==> src/hdl/pthfk_pkg.sv <==
// Package for the pan-tilt head forward kinematics block.
// Holds CORDIC and kinematic constants, the arctangent table and shared types; no dependencies.
package pthfk_pkg;

    localparam int CordicIters = 16;
    localparam int AngW        = 16;
    localparam int ZW          = 32;
    localparam int XyW         = 34;
    localparam int RotW        = 16;
    localparam int TransW      = 18;

    localparam logic signed [ZW-1:0]  PiQ28     = 32'sd843314857;
    localparam logic signed [ZW-1:0]  HalfPiQ28 = 32'sd421657428;
    localparam logic signed [XyW-1:0] GainQ30   = 34'sd652032874;

    localparam logic signed [RotW-1:0] RotMax = 16'sd16384;
    localparam logic signed [RotW-1:0] RotMin = -16'sd16384;

    localparam logic signed [15:0] K028 = 16'sd1835;
    localparam logic signed [15:0] K030 = 16'sd1966;
    localparam logic signed [15:0] K052 = 16'sd3408;
    localparam logic signed [TransW-1:0] OffX = -18'sd4915;
    localparam logic signed [TransW-1:0] OffZ = 18'sd24576;
    localparam logic signed [TransW-1:0] TransMax = 18'sd65536;
    localparam logic signed [TransW-1:0] TransMin = -18'sd65536;

    typedef logic signed [ZW-1:0]  z_t;
    typedef logic signed [XyW-1:0] xy_t;

    // One angle in flight through a CORDIC cell.
    typedef struct packed {
        xy_t  x;
        xy_t  y;
        z_t   z;
        logic neg;
    } cord_t;

    function automatic z_t atan_q28(input logic [3:0] i);
        case (i)
            4'd0:    return 32'sd210828714;
            4'd1:    return 32'sd124459457;
            4'd2:    return 32'sd65760959;
            4'd3:    return 32'sd33381290;
            4'd4:    return 32'sd16755422;
            4'd5:    return 32'sd8385879;
            4'd6:    return 32'sd4193963;
            4'd7:    return 32'sd2097109;
            4'd8:    return 32'sd1048571;
            4'd9:    return 32'sd524287;
            4'd10:   return 32'sd262144;
            4'd11:   return 32'sd131072;
            4'd12:   return 32'sd65536;
            4'd13:   return 32'sd32768;
            4'd14:   return 32'sd16384;
            default: return 32'sd8192;
        endcase
    endfunction

endpackage

==> src/hdl/pthfk_cordic_cell.sv <==
// One CORDIC micro-rotation cell with its own stage register.
// Depends on pthfk_pkg.
module pthfk_cordic_cell
    import pthfk_pkg::*;
#(
    parameter int Stage = 0
)
(
    input  logic  clk,
    input  logic  en,
    input  cord_t a_in,
    input  cord_t b_in,
    output cord_t a_out,
    output cord_t b_out
);

    localparam z_t Atan = atan_q28(4'(Stage));

    function automatic cord_t rot(input cord_t c);
        cord_t r;
        xy_t   dx;
        xy_t   dy;
        r  = c;
        dx = c.y >>> Stage;
        dy = c.x >>> Stage;
        if (!c.z[ZW-1])
        begin
            r.x = c.x - dx;
            r.y = c.y + dy;
            r.z = c.z - Atan;
        end
        else
        begin
            r.x = c.x + dx;
            r.y = c.y - dy;
            r.z = c.z + Atan;
        end
        return r;
    endfunction

    cord_t a_reg, b_reg;

    always_ff @(posedge clk)
    begin
        if (en)
        begin
            a_reg <= rot(a_in);
            b_reg <= rot(b_in);
        end
    end

    assign a_out = a_reg;
    assign b_out = b_reg;

endmodule

==> config.mk <==
export PLATFORM = sky130hd
export DESIGN_NAME = pthfk_cordic_cell
export DESIGN_NICKNAME = d
export VERILOG_FILES = /design/src/hdl/pthfk_pkg.sv /design/src/hdl/pthfk_cordic_cell.sv
export SDC_FILE = /design/constraint.sdc
export NUM_CORES = 1
export LEC_CHECK = 0
export BUFFER_PORTS_ARGS = -buffer_cell sky130_fd_sc_hd__buf_2
export CAP_MARGIN = 10
export CORE_UTILIZATION = 54
export CTS_CLUSTER_DIAMETER = 40
export CTS_CLUSTER_SIZE = 20
export DETAILED_ROUTE_END_ITERATION = 12
export PLACE_DENSITY = 0.8
export SLEW_MARGIN = 20
export SYNTH_ARGS = -nofsm -noshare
export SYNTH_HDL_FRONTEND = slang
export SYNTH_SLANG_ARGS = --single-unit
==> constraint.sdc <==
create_clock -name clk -period 10.27 [get_ports clk]
set_clock_uncertainty 0.1 [all_clocks]
set_input_delay 1.5405 -clock clk [delete_from_list [all_inputs] [get_ports clk]]
set_output_delay 1.5405 -clock clk [all_outputs]
set_load 0.1 [all_outputs]
Yosys cells after proc, flatten, opt, wreduce, memory -nomap -nowiden. Cells that the tools add are included. Widths: inputs -> output; s select.

Register bits after elaboration: 202.

Add/subtract/negate cells: 10. Muxes and demuxes: 2.

Operator list (number): $mux 100 (2); $sub 34x34->34 (4); $add 34x34->34 (2); $add 32x29->32 const B (2); $sub 32x29->32 const B (2).

Longest topological paths before layout. Gate-level depths: netlist of the first run.

Depth in word-level cells: 2. Mapped depth: 13. Gate-level depth less buffers: 12.

Worst setup path after synthesis of the first run. Ideal clock, no wire load.

Path kind: input -> register. Start: input port b_in[32] (netlist bit). End: register b_reg, in the netlist b_out[31] (data pin). Arrival: 4676 ps. Setup slack: 5228 ps. Cell stages on the path: 13. Buffers on the path: 2. Cell sequence: inv_1 -> clkbuf_1 -> clkbuf_1 -> ha_1 -> a21o_1 -> a21oi_1 -> o21ai_0 -> a31oi_1 -> o31ai_1 -> a32o_1 -> a221oi_1 -> o21ai_0 -> xor2_1.

Word-level cells in the longest chain between the ends: 1.

RTL lines: from (decl) (line pthfk_cordic_cell.sv:12) `input cord_t b_in,`; $mux 100 (line pthfk_cordic_cell.sv:26) `if (!c.z[ZW-1])`; to (signal assigned) (line pthfk_cordic_cell.sv:48) `b_reg <= rot(b_in);`; to (decl) (line pthfk_cordic_cell.sv:41) `cord_t a_reg, b_reg;`.

Every way passes these cells. A chain may end at the register's enable or synchronous reset.

Worst setup path in the final report of the first run.
Start: input port b_in[32] (netlist bit). End: register b_reg, in the netlist b_out[26] (data pin).

Same word-level chain as after synthesis.

==> metrics.csv, run 1 <==
stage,metric,value,unit
status,status,"finished, final reports clean",
sta,setup_viol,0,
cts,clock-sinks,200,
global_routing,first_global_vias,18600,
synthesis,yosysSeqAreaShare,29.7,%
synthesis,yosys_warnings,0,
synthesis,ys_types,77,
worst_setup_path,worstSetupPathType,input pin to flop,
route,viasPerCell,6.18,
global_routing,grt_max_degree,117,
synthesis,async_flop_share,0,%
layout,synthToLayoutAreaGrowth,14.7,%
worst_setup_path,required,10420,ps
layout,final_cells,3175,
route,drtIter0Drc,1833,
route,first_pass_iters,8,
layout,drive_gt1_share,17.3,%
placement,gp_congestion,1.00,
cts,cts_tree,yes,
synthesis,ys.flop_type,edfxtp_1,
worst_setup_path,slowest_stage,buf_4,
power,p_sw,2050,uW
power,sw_frac_of_total,51.3,%
floorplanning,design.portCount,406,
placement,dp_cells,3134,
synthesis,synthesis.area,20200,um2
sta,slew-limit-headroom,39.0,%
sta,finalMaxSlewViolations,0,
cts,root_buffer,clkbuf_16,
floorplanning,die_area,38200,um2
layout,layout.nets,3154,
cts,clk_pin_slew_worst_paths,80,ps
floorplanning,fp.dieW,195,um
worst_hold_path,holdCritPathClass,input pin to flop,
worst_setup_path,end_kind,flop,
route,wl,65.4,mm
power,internal_power,1950,uW
synthesis,synth_cells,2348,
worst_setup_path,critPathLaunch,b_in[32],
worst_setup_path,crit_arrival,5410,ps
floorplanning,start_util,55.1,%
cts,ctsResizeCount,0,
route,final_antenna_net_count,0,
cts,post_cts_buffers,0,
global_routing,antenna_found_initial,11,
worst_setup_path,cp-start-kind,input pin,
power,seq_power_share,28.1,%
power,power_frac_clock,18.1,%
global_routing,gr-usage-all-layers,33.5,%
run,max_cap_violations,0,
cts,cts_max_path_buffers,2,
layout,ff_latch_area,6010,um2
route,vias,19600,
route,wl_per_cell,20.6,um
worst_setup_path,critPathMaxStageDelay,540,ps
placement,port-buffer-count,405,
global_routing,grt-ovfl-total,0,
synthesis,ys_seq_elements,200,
synthesis,syn_area_per_cell,8.61,um2
worst_hold_path,worstHoldStart,b_in[0],
floorplanning,die_h,195,um
sta,holdWs,1150,ps
power,leakage,0.0105,uW
cts,cts_htree_levels,4,
worst_setup_path,crit_family,compound AO/OA/AOI/OAI gates,
synthesis,syn_nets,2816,
floorplanning,rows,70,
power,ir_drop,0.132,mV
worst_setup_path,path_cells,buf_2 > buf_4 > clkinv_1 > fa_1 > a21o_1 > a21oi_1 > o21ai_0 > a31oi_1 > a21oi_1 > o2111ai_1 > a31oi_1 > nand2b_1 > o311ai_0,
power,comb_power_share,53.8,%
sta,tightest_slew,915,ps
synthesis,synth_edf_count,200,
sta,hold_violations,0,
cts,hold_buffers,0,
power,powerDensity,172,nW/um2
global_routing,grt_pass1_wl,101,mm
sta,fin_crit_sh,51.2,%
floorplanning,core_area,36700,um2
layout,fillers,3156,
sta,fin_crit,5260,ps
placement,place_hpwl,52.0,mm
route,drcViolationCount,0,
sta,rsz0062_at_grt,no,
worst_setup_path,worstPathMaxFanout,49,
worst_setup_path,path_buf_inv,3,
layout,multi_input_area,13000,um2
cts,cts_buffers,17,
sta,fin_tns_setup,0,ps
sta,max_freq,190,MHz
[synthesized netlist by cell type (10+ instances only)]
| master | n | area share, % |
|---|---|---|
| a211oi_1 | 29 | 1.1 |
| a21boi_0 | 12 | 0.45 |
| a21o_1 | 75 | 2.8 |
| a21oi_1 | 278 | 6.9 |
| a221oi_1 | 12 | 0.52 |
| a31oi_1 | 24 | 0.74 |
| and3_1 | 11 | 0.34 |
| buf_1 | 18 | 0.33 |
| clkbuf_1 | 66 | 1.2 |
| edfxtp_1 | 200 | 30 |
| ha_1 | 256 | 16 |
| inv_1 | 221 | 4.1 |
| mux2i_1 | 27 | 1.3 |
| nand2_1 | 110 | 2.0 |
| nand2b_1 | 18 | 0.56 |
| nand3_1 | 41 | 1.0 |
| nand4_1 | 18 | 0.56 |
| nor2_1 | 185 | 3.4 |
| nor2b_1 | 24 | 0.74 |
| nor3_1 | 50 | 1.2 |
| nor4_1 | 21 | 0.65 |
| o2111ai_1 | 10 | 0.43 |
| o211ai_1 | 33 | 1.2 |
| o21a_1 | 19 | 0.71 |
| o21ai_0 | 150 | 3.7 |
| o21bai_1 | 55 | 2.0 |
| o31ai_1 | 24 | 0.89 |
| or2_2 | 12 | 0.37 |
| or3_1 | 13 | 0.40 |
| xnor2_1 | 151 | 6.5 |
| xor2_1 | 32 | 1.4 |
[layout make-up]
class | count | area share, %
diodes | 8 | 0.0864
clock buffers | 18 | 1.85
clock inverters | 14 | 0.793
inverters | 229 | 3.71
multi-input cells | 1825 | 56.0
flip-flops and latches | 200 | 25.9
well taps | 468 | 2.53
repair buffers | 413 | 9.14
[power groups by stage]
stage | sequential [uW] | combinational, uW | clock, uW
detailed placement | 1140 | 2120 | 0
CTS | 1120 | 2130 | 733
finish | 1120 | 2150 | 724
global placement | 1140 | 2110 | 0
floorplan | 2110 | 712 | 0
global route | 1130 | 2250 | 760
[kinds of logic (layout without fill, tap and decap cells)]
group                    Yosys count  after routing  synth area share [%]
flip-flops                       200            200                  29.7
XOR/XNOR                         183            183                  7.93
other                              0              8                     0
adder cells (fa/ha/maj)          264            264                  16.6
buffers and inverters            323            674                  6.11
AO/OA/AOI/OAI                    818            818                  25.8
multiplexers                      28             28                  1.39
AND/OR/NAND/NOR                  532            532                  12.5
[worst paths after layout]
| kind | end | slack (ps) | cells after the start |
|---|---|---|---|
| setup / recovery | b_out[26] | 5010 | 13 |
| hold / removal | b_out[0] | 1150 | 1 |
[through the flow]
step | setup slack (ps) | power [uW] | util (%) | area (um2)
finish | 5010 | 4000 | 63.2 | 23200
global route | 4820 | 4140 | 63.2 | 23200
CTS | 5180 | 3990 | 63.0 | 23100
detailed placement | 4700 | 3260 | 61.4 | 22500
global placement | 4810 | 3250 | 61.4 | 22500
floorplan | 5230 | 2830 | - | 20200
[sequential cells by signal, indices dropped and copies added (netlist names)]
signal and cells:
a_out 100, b_out 100
[layer usage]
layer	up-vias	routed length, um	global-route usage (%)
met4	4	2250	13.0
met3	136	4940	5.06
li1	9226	-	-
met5	-	27	0
met2	931	30600	55.1
met1	9340	27600	44.2
[cells in the final DEF (no fill, tap or decap), types with 11 or more instances in the layout]
master,n
or2_2,12
a221oi_1,12
nand2_1,110
o211ai_1,33
ha_1,256
o21ai_0,150
nand3_1,41
a21oi_1,278
xor2_1,32
nand2b_1,18
mux2i_1,27
inv_1,219
nand4_1,18
or3_1,13
nor4_1,21
o21a_1,19
o31ai_1,24
a21o_1,75
clkbuf_16,17
edfxtp_1,200
o21bai_1,55
and3_1,11
nor3_1,50
nor2b_1,24
xnor2_1,151
a21boi_0,12
buf_2,403
a31oi_1,24
a211oi_1,29
nor2_1,185
Power figures use the tool's default switching activity.
==> inputs of run 2 (changes only) <==
--- a/config.mk
+++ b/config.mk
@@ -5,9 +5,10 @@
 export SDC_FILE = /design/constraint.sdc
 export NUM_CORES = 1
 export LEC_CHECK = 0
+export ABC_AREA = 1
 export BUFFER_PORTS_ARGS = -buffer_cell sky130_fd_sc_hd__buf_2
 export CAP_MARGIN = 10
-export CORE_UTILIZATION = 54
+export CORE_UTILIZATION = 53
 export CTS_CLUSTER_DIAMETER = 40
 export CTS_CLUSTER_SIZE = 20
 export DETAILED_ROUTE_END_ITERATION = 12
==> constraint.sdc (replaced) <==
create_clock -name clk -period 4.75 [get_ports clk]
set_clock_uncertainty 0.1 [all_clocks]
set_input_delay 0.7125 -clock clk [delete_from_list [all_inputs] [get_ports clk]]
set_output_delay 0.7125 -clock clk [all_outputs]
set_load 0.1 [all_outputs]
==> run 2 against run 1 <==
Sequential power increased by 110%. Synthesized cell count rose by 51%. Count of clock-buffer cells in the layout fell by 1. Non-clock buffer count did not move. Setup slack worse by 3200 ps. Core utilization shrank 2.1 points. Sequential share of layout area is 3.2 points lower. Critical path depth unchanged. Via count grew 30%. Final cell count increased by 41%. First-iteration DRC count grew 48%. Global-route usage increased by 3.1 points. Critical path type unchanged.
==> metrics.csv, run 2 <==
stage,metric,value,unit
worst_setup_path,slowest_stage,ha_1,
power,seq_power_share,27.3,%
sta,tightest_slew,872,ps
power,comb_power_share,53.9,%
worst_setup_path,worstPathMaxFanout,10,
worst_setup_path,cpMostUsedCell,nand2_1,
sta,rsz0062_at_grt,no,
worst_setup_path,crit_arrival,3070,ps
cts,post_cts_buffers,0,
synthesis,yosysSeqAreaShare,25.7,%
global_routing,grt_pass1_wl,126,mm
layout,final_common_cell,nand2_1,
synthesis,yosysTopAreaCell,edfxtp_1,
worst_setup_path,path_cells,buf_2 > inv_1 > ha_1 > nand2_1 > nor2_2 > nand2_1 > nor2_1 > nand3b_1 > nand3_1 > nand3_1 > nand2_1 > nand3_1 > nand2_1,
synthesis,synth_cells,3539,
synthesis,yosys_warnings,0,
sta,max_freq,346,MHz
global_routing,grt_max_degree,102,
power,leakage,0.0134,uW
synthesis,syn_nets,4007,
cts,clock-sinks,200,
sta,setup_viol,0,
route,final_antenna_net_count,0,
sta,fin_tns_setup,0,ps
floorplanning,fp.dieW,212,um
worst_setup_path,cp-start-kind,input pin,
cts,cts_buffers,17,
power,ir_drop,0.372,mV
route,vias,25500,
worst_setup_path,worstSetupPathType,input pin to flop,
power,power_frac_clock,18.8,%
synthesis,yosys-top-cells-area,"edfxtp_1 (26%), nand2_1 (15%), ha_1 (14%), inv_1 (7.4%), a21oi_1 (7.1%)",
global_routing,gr-usage-all-layers,36.5,%
cts,hold_buffers,0,
placement,port-buffer-count,405,
floorplanning,rows,76,
synthesis,ys_types,44,
route,viasPerCell,5.68,
layout,ff_latch_area,6010,um2
worst_setup_path,end_kind,flop,
floorplanning,die_area,44900,um2
layout,drive_gt1_share,12.5,%
cts,root_buffer,clkbuf_16,
global_routing,antenna_found_initial,3,
synthesis,ys_seq_elements,200,
sta,finalMaxSlewViolations,0,
placement,place_area,25800,um2
sta,hold_violations,0,
power,p_sw,4710,uW
sta,fin_crit,2890,ps
worst_hold_path,holdCritPathClass,input pin to flop,
power,powerDensity,329,nW/um2
placement,pre_cts_ws,1360,ps
status,status,"finished, final reports clean",
layout,layout.nets,4353,
run,max_cap_violations,0,
layout,stdcell_area,26400,um2
route,wl,82.9,mm
cts,cts_htree_levels,4,
synthesis,synthesis.area,23400,um2
synthesis,ys_top_cells_by_count,"nand2_1 (961), inv_1 (460), a21oi_1 (333)",
floorplanning,start_util,54.0,%
global_routing,first_global_vias,23700,
synthesis,ys.flop_type,edfxtp_1,
sta,fin_crit_sh,60.9,%
synthesis,yosysTopAreaCellShare,25.7,%
global_routing,grt-ovfl-total,0,
route,drtIter0Drc,2719,
route,drcViolationCount,0,
cts,cts_max_path_buffers,2,
route,first_pass_iters,7,
route,wl_per_cell,18.5,um
layout,most-common-layout-cells,"nand2_1 (961), inv_1 (460), buf_2 (404)",
layout,fillers,4183,
cts,ctsResizeCount,0,
synthesis,synth_edf_count,200,
layout,multi_input_area,15200,um2
cts,cts_tree,yes,
synthesis,synthMostInstantiatedCell,nand2_1,
placement,gp_congestion,1.03,
power,power,8700,uW
power,sw_frac_of_total,54.2,%
floorplanning,die_h,212,um
cts,clk_pin_slew_worst_paths,90,ps
layout,synthToLayoutAreaGrowth,13.2,%
power,internal_power,3990,uW
synthesis,syn_area_per_cell,6.60,um2
floorplanning,core_area,43300,um2
sta,fin_ws,1860,ps
placement,place_hpwl,68.0,mm
synthesis,async_flop_share,0,%
floorplanning,design.portCount,406,
sta,slew-limit-headroom,41.9,%
worst_setup_path,critPathMaxStageDelay,550,ps
worst_setup_path,required,4930,ps
layout,final_core_util,61.1,%
[run 2: changes by cell type in the layout (fill, tap and decap cells not counted), moves of 20 or more]
cell	delta
a211oi_1	-29
a21o_1	-41
a21oi_1	+55
inv_1	+241
mux2i_1	-26
nand2_1	+851
nand3_1	+284
nor2_1	+143
nor2b_1	-24
o211ai_1	-20
o21ai_0	+57
o21bai_1	-27
xnor2_1	-143
xor2_1	+56
[run 2: critical path, delay by kind of cell]
kind	cells	cell delay, ps
buf+inv	2	160
simple gates	10	1630
fa+ha+maj	1	550
[run 2: power by group through the flow]
stage	registers, uW	logic (uW)	clock network (uW)
finish	2380	4690	1640
global placement	2410	4600	0
detailed placement	2410	4600	0
global route	2400	4980	1710
CTS	2380	4620	1660
floorplan	4250	1730	0
[run 2: cell type report]
cell class,instances,area share [%]
antenna,3,0.0284
clock buffer,17,1.61
tap,585,2.77
inverter,471,6.69
clock inverter,15,0.838
timing repair buffer,413,7.98
sequential,200,22.7
multi-input combinational,2782,57.4
[run 2: path summary, 6_finish.rpt]
check              endpoint  startpoint  slack (ps)  depth (start not counted)
setup / recovery  a_out[92]    a_in[38]        1860                         13
hold / removal     a_out[1]     a_in[1]         270                          1
[run 2: cell families (layout without fill, tap and decap cells)]
group	Yosys count	count (layout)	synth area share (%)
xor+xnor	96	96	3.60
mux	1	1	0.0429
flops	200	200	25.7
buf+inv	557	916	9.37
fa+ha+maj	264	264	14.4
compound gates	684	684	16.0
simple gates	1737	1737	30.9
other cells	0	3	0
[run 2: routing by layer]
metal	global-route usage, %	vias up	share of wire, %
met5	0	-	0
met4	21.2	0	5.7
met3	5.00	263	7.7
met2	61.5	1336	47
met1	44.5	11500	39
li1	-	12400	-
[run 2: metrics by stage]
step,hold slack [ps],std cells
finish,267,4486
detailed placement,792,4451
global route,257,4486
CTS,242,4483
floorplan,711,3539
global placement,789,4451
